### config.mk
export PLATFORM = sky130hd
export DESIGN_NAME = percent_decoder_core
export DESIGN_NICKNAME = d
export VERILOG_FILES = /design/src/rtl/pctd_pkg.sv /design/src/rtl/percent_decoder_core.sv /design/src/rtl/pctd_front.sv /design/src/rtl/pctd_queue.sv /design/src/rtl/pctd_back.sv
export VERILOG_INCLUDE_DIRS = /design/src /design/src/rtl
export SDC_FILE = /design/constraint.sdc
export NUM_CORES = 1
export LEC_CHECK = 0
export BUFFER_PORTS_ARGS = -buffer_cell sky130_fd_sc_hd__buf_2
export CAP_MARGIN = 40
export CORE_MARGIN = 2
export CORE_UTILIZATION = 50
export DETAILED_ROUTE_END_ITERATION = 10
export PLACE_DENSITY = 0.76
export SLEW_MARGIN = 15
export SYNTH_ARGS = -nofsm -noshare
export SYNTH_HDL_FRONTEND = slang
export SYNTH_HIERARCHICAL = 1
export SYNTH_SLANG_ARGS = --single-unit
### constraint.sdc
create_clock -name clock -period 7.1 [get_ports clock]
set_input_delay 0.71 -clock clock [delete_from_list [all_inputs] [get_ports clock]]
set_output_delay 0.71 -clock clock [all_outputs]
set_load 0.05 [all_outputs]
### src/rtl/percent_decoder_core_defines.svh
// Assertion macros shared by the percent decoder RTL.
// Depends on a clock named clock and a synchronous reset named reset in scope.
`ifndef PERCENT_DECODER_CORE_DEFINES_SVH
`define PERCENT_DECODER_CORE_DEFINES_SVH

// Check that cons holds in the same cycle as ante.
`define PCTD_ASSERT_NOW(label, ante, cons, msg) \
   label: assert property (@(posedge clock) disable iff (reset) (ante) |-> (cons)) \
      else $error(msg);

// Check that cons holds in the cycle after ante.
`define PCTD_ASSERT_NEXT(label, ante, cons, msg) \
   label: assert property (@(posedge clock) disable iff (reset) (ante) |=> (cons)) \
      else $error(msg);

`endif

### src/rtl/pctd_pkg.sv
// Types, constants and helper functions for the percent decoder.
// No dependencies; imported by every percent decoder module.
`default_nettype none

package pctd_pkg;

   localparam logic [7:0] PCT_CHAR = 8'h25;

   typedef struct packed {
      logic [7:0] in_byte;
      logic       in_last;
   } req_type;

   typedef struct packed {
      logic [7:0] out_byte;
      logic       out_last;
   } rsp_type;

   typedef enum logic [1:0] {
      PEND_IDLE  = 2'd0,
      PEND_PCT   = 2'd1,
      PEND_DIGIT = 2'd2
   } pend_type;

   typedef struct packed {
      logic       valid;
      logic [3:0] value;
   } hex_type;

   typedef struct packed {
      logic [1:0]      count;
      logic [2:0][7:0] bytes;
      logic            last;
   } cmd_type;

   typedef struct packed {
      logic empty;
      logic full;
   } q_status_type;

   function automatic hex_type hex_decode(input logic [7:0] c);
      hex_type h;
      h.valid = 1'b1;
      h.value = 4'd0;
      if (c >= 8'h30 && c <= 8'h39) begin
         h.value = 4'(c - 8'h30);
      end else if (c >= 8'h41 && c <= 8'h46) begin
         h.value = 4'(c - 8'h41 + 8'd10);
      end else if (c >= 8'h61 && c <= 8'h66) begin
         h.value = 4'(c - 8'h61 + 8'd10);
      end else begin
         h.valid = 1'b0;
      end
      return h;
   endfunction

endpackage

`default_nettype wire

### src/rtl/percent_decoder_core.sv
// URI percent decoder: one encoded byte per item, "%hh" escapes become one byte.
// Accepts one item per cycle while the command queue has room; each item yields
// zero to three result items, and results leave one per cycle while rsp_stall is
// low, from a registered output stage, so sustained throughput is set by the
// result port at one byte per cycle. An accepted item's results pass the command
// queue, then the output register. A '%' held when the last item arrives, or a
// '%' plus digit the last item does not complete, is flushed raw, and the final
// result of that item carries out_last. QUEUE_DEPTH sets the command queue size.
`default_nettype none

module percent_decoder_core
   import pctd_pkg::*;
#(
   parameter int QUEUE_DEPTH = 4
) (
   input  wire logic    clock,
   input  wire logic    reset,
   input  wire logic    req_valid,
   output logic         req_stall,
   input  wire req_type req_item,
   output logic         rsp_valid,
   input  wire logic    rsp_stall,
   output rsp_type      rsp_item
);

   q_status_type q_status;
   logic         push;
   logic         pop;
   cmd_type      push_cmd;
   cmd_type      head_cmd;

   pctd_front u_front (
      .clock     (clock),
      .reset     (reset),
      .req_valid (req_valid),
      .req_stall (req_stall),
      .req_item  (req_item),
      .q_status  (q_status),
      .push      (push),
      .push_cmd  (push_cmd)
   );

   pctd_queue #(
      .QUEUE_DEPTH (QUEUE_DEPTH)
   ) u_queue (
      .clock    (clock),
      .reset    (reset),
      .push     (push),
      .push_cmd (push_cmd),
      .pop      (pop),
      .q_status (q_status),
      .head_cmd (head_cmd)
   );

   pctd_back u_back (
      .clock     (clock),
      .reset     (reset),
      .q_status  (q_status),
      .head_cmd  (head_cmd),
      .pop       (pop),
      .rsp_valid (rsp_valid),
      .rsp_stall (rsp_stall),
      .rsp_item  (rsp_item)
   );

endmodule

`default_nettype wire

### src/rtl/pctd_front.sv
// Front end: accepts items, tracks pending escape bytes, builds result commands.
// Depends on pctd_pkg.
`default_nettype none

module pctd_front
   import pctd_pkg::*;
(
   input  wire logic         clock,
   input  wire logic         reset,
   input  wire logic         req_valid,
   output logic              req_stall,
   input  wire req_type      req_item,
   input  wire q_status_type q_status,
   output logic              push,
   output cmd_type           push_cmd
);

   pend_type   pend_ff, pend_in;
   logic [7:0] digit_char_ff, digit_char_in;
   logic [3:0] digit_value_ff, digit_value_in;
   logic       accept;
   logic       scan_pct;
   hex_type    hex;
   cmd_type    cmd;

   assign req_stall = q_status.full;
   assign accept    = req_valid && !q_status.full;
   assign hex       = hex_decode(req_item.in_byte);
   assign scan_pct  = (req_item.in_byte == PCT_CHAR) && !req_item.in_last;

   always_comb begin
      pend_in        = pend_ff;
      digit_char_in  = digit_char_ff;
      digit_value_in = digit_value_ff;
      if (accept) begin
         unique case (pend_ff)
            PEND_PCT: begin
               if (hex.valid && !req_item.in_last) begin
                  pend_in        = PEND_DIGIT;
                  digit_char_in  = req_item.in_byte;
                  digit_value_in = hex.value;
               end else begin
                  pend_in = scan_pct ? PEND_PCT : PEND_IDLE;
               end
            end
            PEND_DIGIT: begin
               if (hex.valid) begin
                  pend_in = PEND_IDLE;
               end else begin
                  pend_in = scan_pct ? PEND_PCT : PEND_IDLE;
               end
            end
            default: begin
               pend_in = scan_pct ? PEND_PCT : PEND_IDLE;
            end
         endcase
      end
   end

   always_comb begin
      cmd       = '0;
      cmd.last  = req_item.in_last;
      unique case (pend_ff)
         PEND_PCT: begin
            if (hex.valid && !req_item.in_last) begin
               cmd.count = 2'd0;
            end else begin
               cmd.bytes[0] = PCT_CHAR;
               if (scan_pct) begin
                  cmd.count = 2'd1;
               end else begin
                  cmd.bytes[1] = req_item.in_byte;
                  cmd.count    = 2'd2;
               end
            end
         end
         PEND_DIGIT: begin
            if (hex.valid) begin
               cmd.bytes[0] = {digit_value_ff, hex.value};
               cmd.count    = 2'd1;
            end else begin
               cmd.bytes[0] = PCT_CHAR;
               cmd.bytes[1] = digit_char_ff;
               if (scan_pct) begin
                  cmd.count = 2'd2;
               end else begin
                  cmd.bytes[2] = req_item.in_byte;
                  cmd.count    = 2'd3;
               end
            end
         end
         default: begin
            if (scan_pct) begin
               cmd.count = 2'd0;
            end else begin
               cmd.bytes[0] = req_item.in_byte;
               cmd.count    = 2'd1;
            end
         end
      endcase
   end

   assign push     = accept && (cmd.count != 2'd0);
   assign push_cmd = cmd;

   always_ff @(posedge clock) begin
      if (reset) begin
         pend_ff <= PEND_IDLE;
      end else begin
         pend_ff <= pend_in;
      end
      digit_char_ff  <= digit_char_in;
      digit_value_ff <= digit_value_in;
   end

endmodule

`default_nettype wire

### src/rtl/pctd_queue.sv
// Command queue between the front end and the output sequencer.
// Depends on pctd_pkg and percent_decoder_core_defines.svh.
`default_nettype none
`include "percent_decoder_core_defines.svh"

module pctd_queue
   import pctd_pkg::*;
#(
   parameter int QUEUE_DEPTH = 4
) (
   input  wire logic    clock,
   input  wire logic    reset,
   input  wire logic    push,
   input  wire cmd_type push_cmd,
   input  wire logic    pop,
   output q_status_type q_status,
   output cmd_type      head_cmd
);

   localparam int PW = (QUEUE_DEPTH > 1) ? $clog2(QUEUE_DEPTH) : 1;
   localparam int CW = $clog2(QUEUE_DEPTH + 1);

   cmd_type        mem_ff [QUEUE_DEPTH];
   logic [PW-1:0]  wr_ptr_ff, wr_ptr_in;
   logic [PW-1:0]  rd_ptr_ff, rd_ptr_in;
   logic [CW-1:0]  count_ff, count_in;
   logic           do_push, do_pop;

   assign q_status.empty = (count_ff == '0);
   assign q_status.full  = (count_ff == CW'(QUEUE_DEPTH));
   assign do_push        = push && !q_status.full;
   assign do_pop         = pop && !q_status.empty;
   assign head_cmd       = mem_ff[rd_ptr_ff];

   always_comb begin
      wr_ptr_in = wr_ptr_ff;
      rd_ptr_in = rd_ptr_ff;
      count_in  = count_ff;
      if (do_push) begin
         wr_ptr_in = (wr_ptr_ff == PW'(QUEUE_DEPTH - 1)) ? '0 : wr_ptr_ff + 1'b1;
      end
      if (do_pop) begin
         rd_ptr_in = (rd_ptr_ff == PW'(QUEUE_DEPTH - 1)) ? '0 : rd_ptr_ff + 1'b1;
      end
      if (do_push && !do_pop) begin
         count_in = count_ff + 1'b1;
      end else if (do_pop && !do_push) begin
         count_in = count_ff - 1'b1;
      end
   end

   always_ff @(posedge clock) begin
      if (reset) begin
         wr_ptr_ff <= '0;
         rd_ptr_ff <= '0;
         count_ff  <= '0;
      end else begin
         wr_ptr_ff <= wr_ptr_in;
         rd_ptr_ff <= rd_ptr_in;
         count_ff  <= count_in;
      end
   end

   always_ff @(posedge clock) begin
      if (do_push) begin
         mem_ff[wr_ptr_ff] <= push_cmd;
      end
   end

   `PCTD_ASSERT_NOW(a_no_push_full, push, !q_status.full, "push into full queue")
   `PCTD_ASSERT_NOW(a_no_pop_empty, pop, !q_status.empty, "pop from empty queue")
   `PCTD_ASSERT_NEXT(a_count_up, do_push && !do_pop,
      count_ff == $past(count_ff) + 1'b1, "count did not advance on push")
   `PCTD_ASSERT_NOW(a_cmd_nonempty, do_push, push_cmd.count != 2'd0, "empty command queued")

endmodule

`default_nettype wire

### src/rtl/pctd_back.sv
// Output sequencer: walks the head command into the rsp register one byte per
// cycle while rsp_stall does not hold a valid result. Depends on pctd_pkg.
`default_nettype none

module pctd_back
   import pctd_pkg::*;
(
   input  wire logic         clock,
   input  wire logic         reset,
   input  wire q_status_type q_status,
   input  wire cmd_type      head_cmd,
   output logic              pop,
   output logic              rsp_valid,
   input  wire logic         rsp_stall,
   output rsp_type           rsp_item
);

   logic [1:0] idx_ff, idx_in;
   logic       rsp_valid_ff, rsp_valid_in;
   rsp_type    rsp_item_ff, rsp_item_in;
   logic       advance;
   logic       final_byte;

   assign advance    = !q_status.empty && (!rsp_valid_ff || !rsp_stall);
   assign final_byte = (idx_ff == head_cmd.count - 2'd1);
   assign pop        = advance && final_byte;

   always_comb begin
      idx_in       = idx_ff;
      rsp_item_in  = rsp_item_ff;
      rsp_valid_in = rsp_valid_ff && rsp_stall;
      if (advance) begin
         rsp_valid_in         = 1'b1;
         rsp_item_in.out_byte = head_cmd.bytes[idx_ff];
         rsp_item_in.out_last = head_cmd.last && final_byte;
         idx_in               = final_byte ? 2'd0 : idx_ff + 2'd1;
      end
   end

   always_ff @(posedge clock) begin
      if (reset) begin
         idx_ff       <= 2'd0;
         rsp_valid_ff <= 1'b0;
      end else begin
         idx_ff       <= idx_in;
         rsp_valid_ff <= rsp_valid_in;
      end
      rsp_item_ff <= rsp_item_in;
   end

   assign rsp_valid = rsp_valid_ff;
   assign rsp_item  = rsp_item_ff;

endmodule

`default_nettype wire
==> results.cfg <==
[outcome]
status = completed

[clock_tree]
cts_sinks = 143
cts_tree = yes
clk-insertion-delay-late_ps = 410
htreeDepth = 4
cts_buffers = 17
path_clk_slew_ps = 60
post_cts_buffers = 0
cts-resized-gates = 0
hold_buffers = 0
root_buffer = clkbuf_16
cts.path.max_buffers = 2

[die]
row_count = 40
ios = 24
core_um2 = 12000
die_h_um = 114
start_util_pct = 51.0
die_area_um2 = 13100
die_w_um = 114

[grt]
grt_use_total_pct = 19.6
antenna_found_initial = 0
grt_pass1_vias = 3381
grt_pass1_wl_um = 18500
grtUsageMet1_pct = 26.1
grt_max_degree = 28
gr-usage-met2_pct = 30.5
grt_overflow_total = 0
top_usage_layer = met2
grt.met3_usage_pct = 5.19

[timing]
maxSlewHeadroom_pct = 42.0
max_freq_mhz = 233
finClkSkew_ps = 9.60
setup_viol = 0
whs_ps = 473
fin_crit_sh_pct = 60.5
final-hold-violation-count = 0
min_period_ps = 4300
final_max_slew_viol_count = 0
setup_tns_ps = 0
worstMarginPinSlew_ps = 866
rsz0062_at_grt = no

[job]
cap_viol_max_count = 0

[worst_setup_path]
path_class = input port to flop
crit_required_ps = 7440
critPathLaunchType = input port
arrival_ps = 4630
critPathMaxFanout = 12
endpoint_kind = flop

[placement]
placed_area_um2 = 6350
gp_congestion = 0.880
dp_hpwl_um = 7140
portBuffers = 23

[synth]
synth_adder_area_share_pct = 2.58
synth_area_leader_cell = edfxtp_1
synth_nets = 388
syn_area_um2 = 6100
syn_area_per_cell_um2 = 16.8
synth_ff_type = edfxtp_1
synth_area_leaders = edfxtp_1, mux4_2, dfxtp_1
synth_top_family_by_area = multiplexers
syn_inst = 363
async_flop_share_pct = 0
synth-simple-area-share_pct = 6.77
synth-seq-area-share_pct = 68.1
synth_edf_count = 129
ys_warn_count = 6
ys_ff_latch = 143
synth_most_common_cell = edfxtp_1
synth_common_cells = edfxtp_1, mux4_2, nand2_1, o21ai_0, dfxtp_1
synth_xor_area_share_pct = 0.431
synth_top_area_share_pct = 63.5
synthMuxAreaShare_pct = 11.8
synth.distinct_cells = 61
synth-compound-area-share_pct = 7.24

[finish]
fillers = 885
final_area_um2 = 6900
area_growth_pct = 13.2
drive_gt1_share_pct = 25.8
fin_nets = 419
antennaDiodeCount = 0
utilization_pct = 57.7
register_area_um2 = 4160
multiInputGateArea_um2 = 1760

[route]
drtPass1Iterations = 5
antenna_left = 0
wire_per_inst_um = 21.0
drtIter0Drc = 321
via_count = 3336
vias_per_cell = 6.02
wl_um = 11600
drc = 0

[worst_hold_path]
hp-class = flop to flop

[power]
p_leak_nw = 2.36
power_mw = 2.64
power.density_nw_per_um2 = 382
vdd_drop_max_mv = 0.166
==> report_power, final <==
part,leakage (nW),switching (mW),internal (mW)
registers,1.29,0.0627,1.08
logic,0.799,0.400,0.259
clock network,0.267,0.321,0.512
==> sequential cells by signal (all words and copies together), names as in the netlist, named ones only <==
signal / count
u_front/digit_value_ff: 4
u_back/idx_ff: 2
u_back/rsp_valid: 1
u_front/pend_ff: 2
u_queue/wr_ptr_ff: 2
u_front/digit_char_ff: 8
u_queue/mem_ff: 108
u_back/rsp_item: 9
u_queue/rd_ptr_ff: 2
u_queue/count_ff: 3
==> final timing paths <==
path	slack (ps)	endpoint	startpoint	depth (start not counted)
worst min-delay path	470	u_back/rsp_valid	u_back/rsp_valid	2
worst max-delay path	2800	u_queue/count_ff[2]	req_item[2]	16
worst max register to register	3170	u_queue/count_ff[2]	u_front/pend_ff[0]	13
worst min register to register	470	u_back/rsp_valid	u_back/rsp_valid	2
==> final cells by class <==
class,instances,area share [%]
clock buffer,20,6.32
clock inverter,12,1.74
inverter,14,1.03
multi-input combinational,188,25.4
sequential,143,60.2
tap,147,2.66
timing repair buffer,30,2.61
==> through the flow <==
| step | instances | setup WS (ps) |
|---|---|---|
| floorplan | 363 | 3530 |
| global placement | 521 | 2820 |
| detailed placement | 522 | 2530 |
| CTS | 554 | 2940 |
| global route | 554 | 2700 |
| finish | 554 | 2800 |
==> worst max-delay path, cell delays in order <==
cell,delay [ps]
buf_2,130
inv_1,120
ha_1,200
nor3b_1,300
a311o_2,310
nand2_1,170
nor2_1,700
o31a_1,380
bufinv_8,230
nor2_2,130
ha_1,190
inv_1,60
fa_1,370
xor2_1,150
or3_1,320
a21oi_1,150
==> logic make-up (layout without fill, tap and decap cells) <==
| logic type | Yosys count | count (layout) |
|---|---|---|
| flip-flops | 143 | 143 |
| buffers and inverters | 32 | 76 |
| AO/OA/AOI/OAI | 62 | 62 |
| adder cells (fa/ha/maj) | 12 | 12 |
| XOR/XNOR | 3 | 3 |
| AND/OR/NAND/NOR | 73 | 73 |
| multiplexers | 38 | 38 |
==> cell usage in the layout, fill, tap and decap left out, types with 2 or more instances in the layout <==
master / instances
a2111o_1: 2
a211oi_1: 2
a21oi_1: 13
a22o_1: 4
a22o_2: 4
and2_1: 4
and3_1: 11
buf_2: 23
buf_4: 6
bufinv_16: 2
clkbuf_1: 3
clkbuf_16: 17
clkinv_2: 5
clkinv_4: 2
clkinvlp_4: 3
dfxtp_1: 13
edfxtp_1: 129
ha_1: 11
inv_1: 12
mux2i_1: 11
mux4_2: 27
nand2_1: 18
nand2b_1: 3
nand3_1: 7
nor2_1: 8
nor2b_1: 3
nor3_1: 2
nor3b_1: 2
o21ai_0: 18
o21ai_1: 2
o22ai_1: 2
o31ai_2: 2
or3_1: 3
xor2_1: 2
==> metal layers <==
| metal | vias to the layer above | wire, µm |
|---|---|---|
| met5 | - | 0 |
| met4 | 0 | 227 |
| met3 | 19 | 600 |
| met2 | 123 | 5760 |
| met1 | 1696 | 5030 |
| li1 | 1498 | - |
Note: power is estimated with default switching activity, not from simulation.
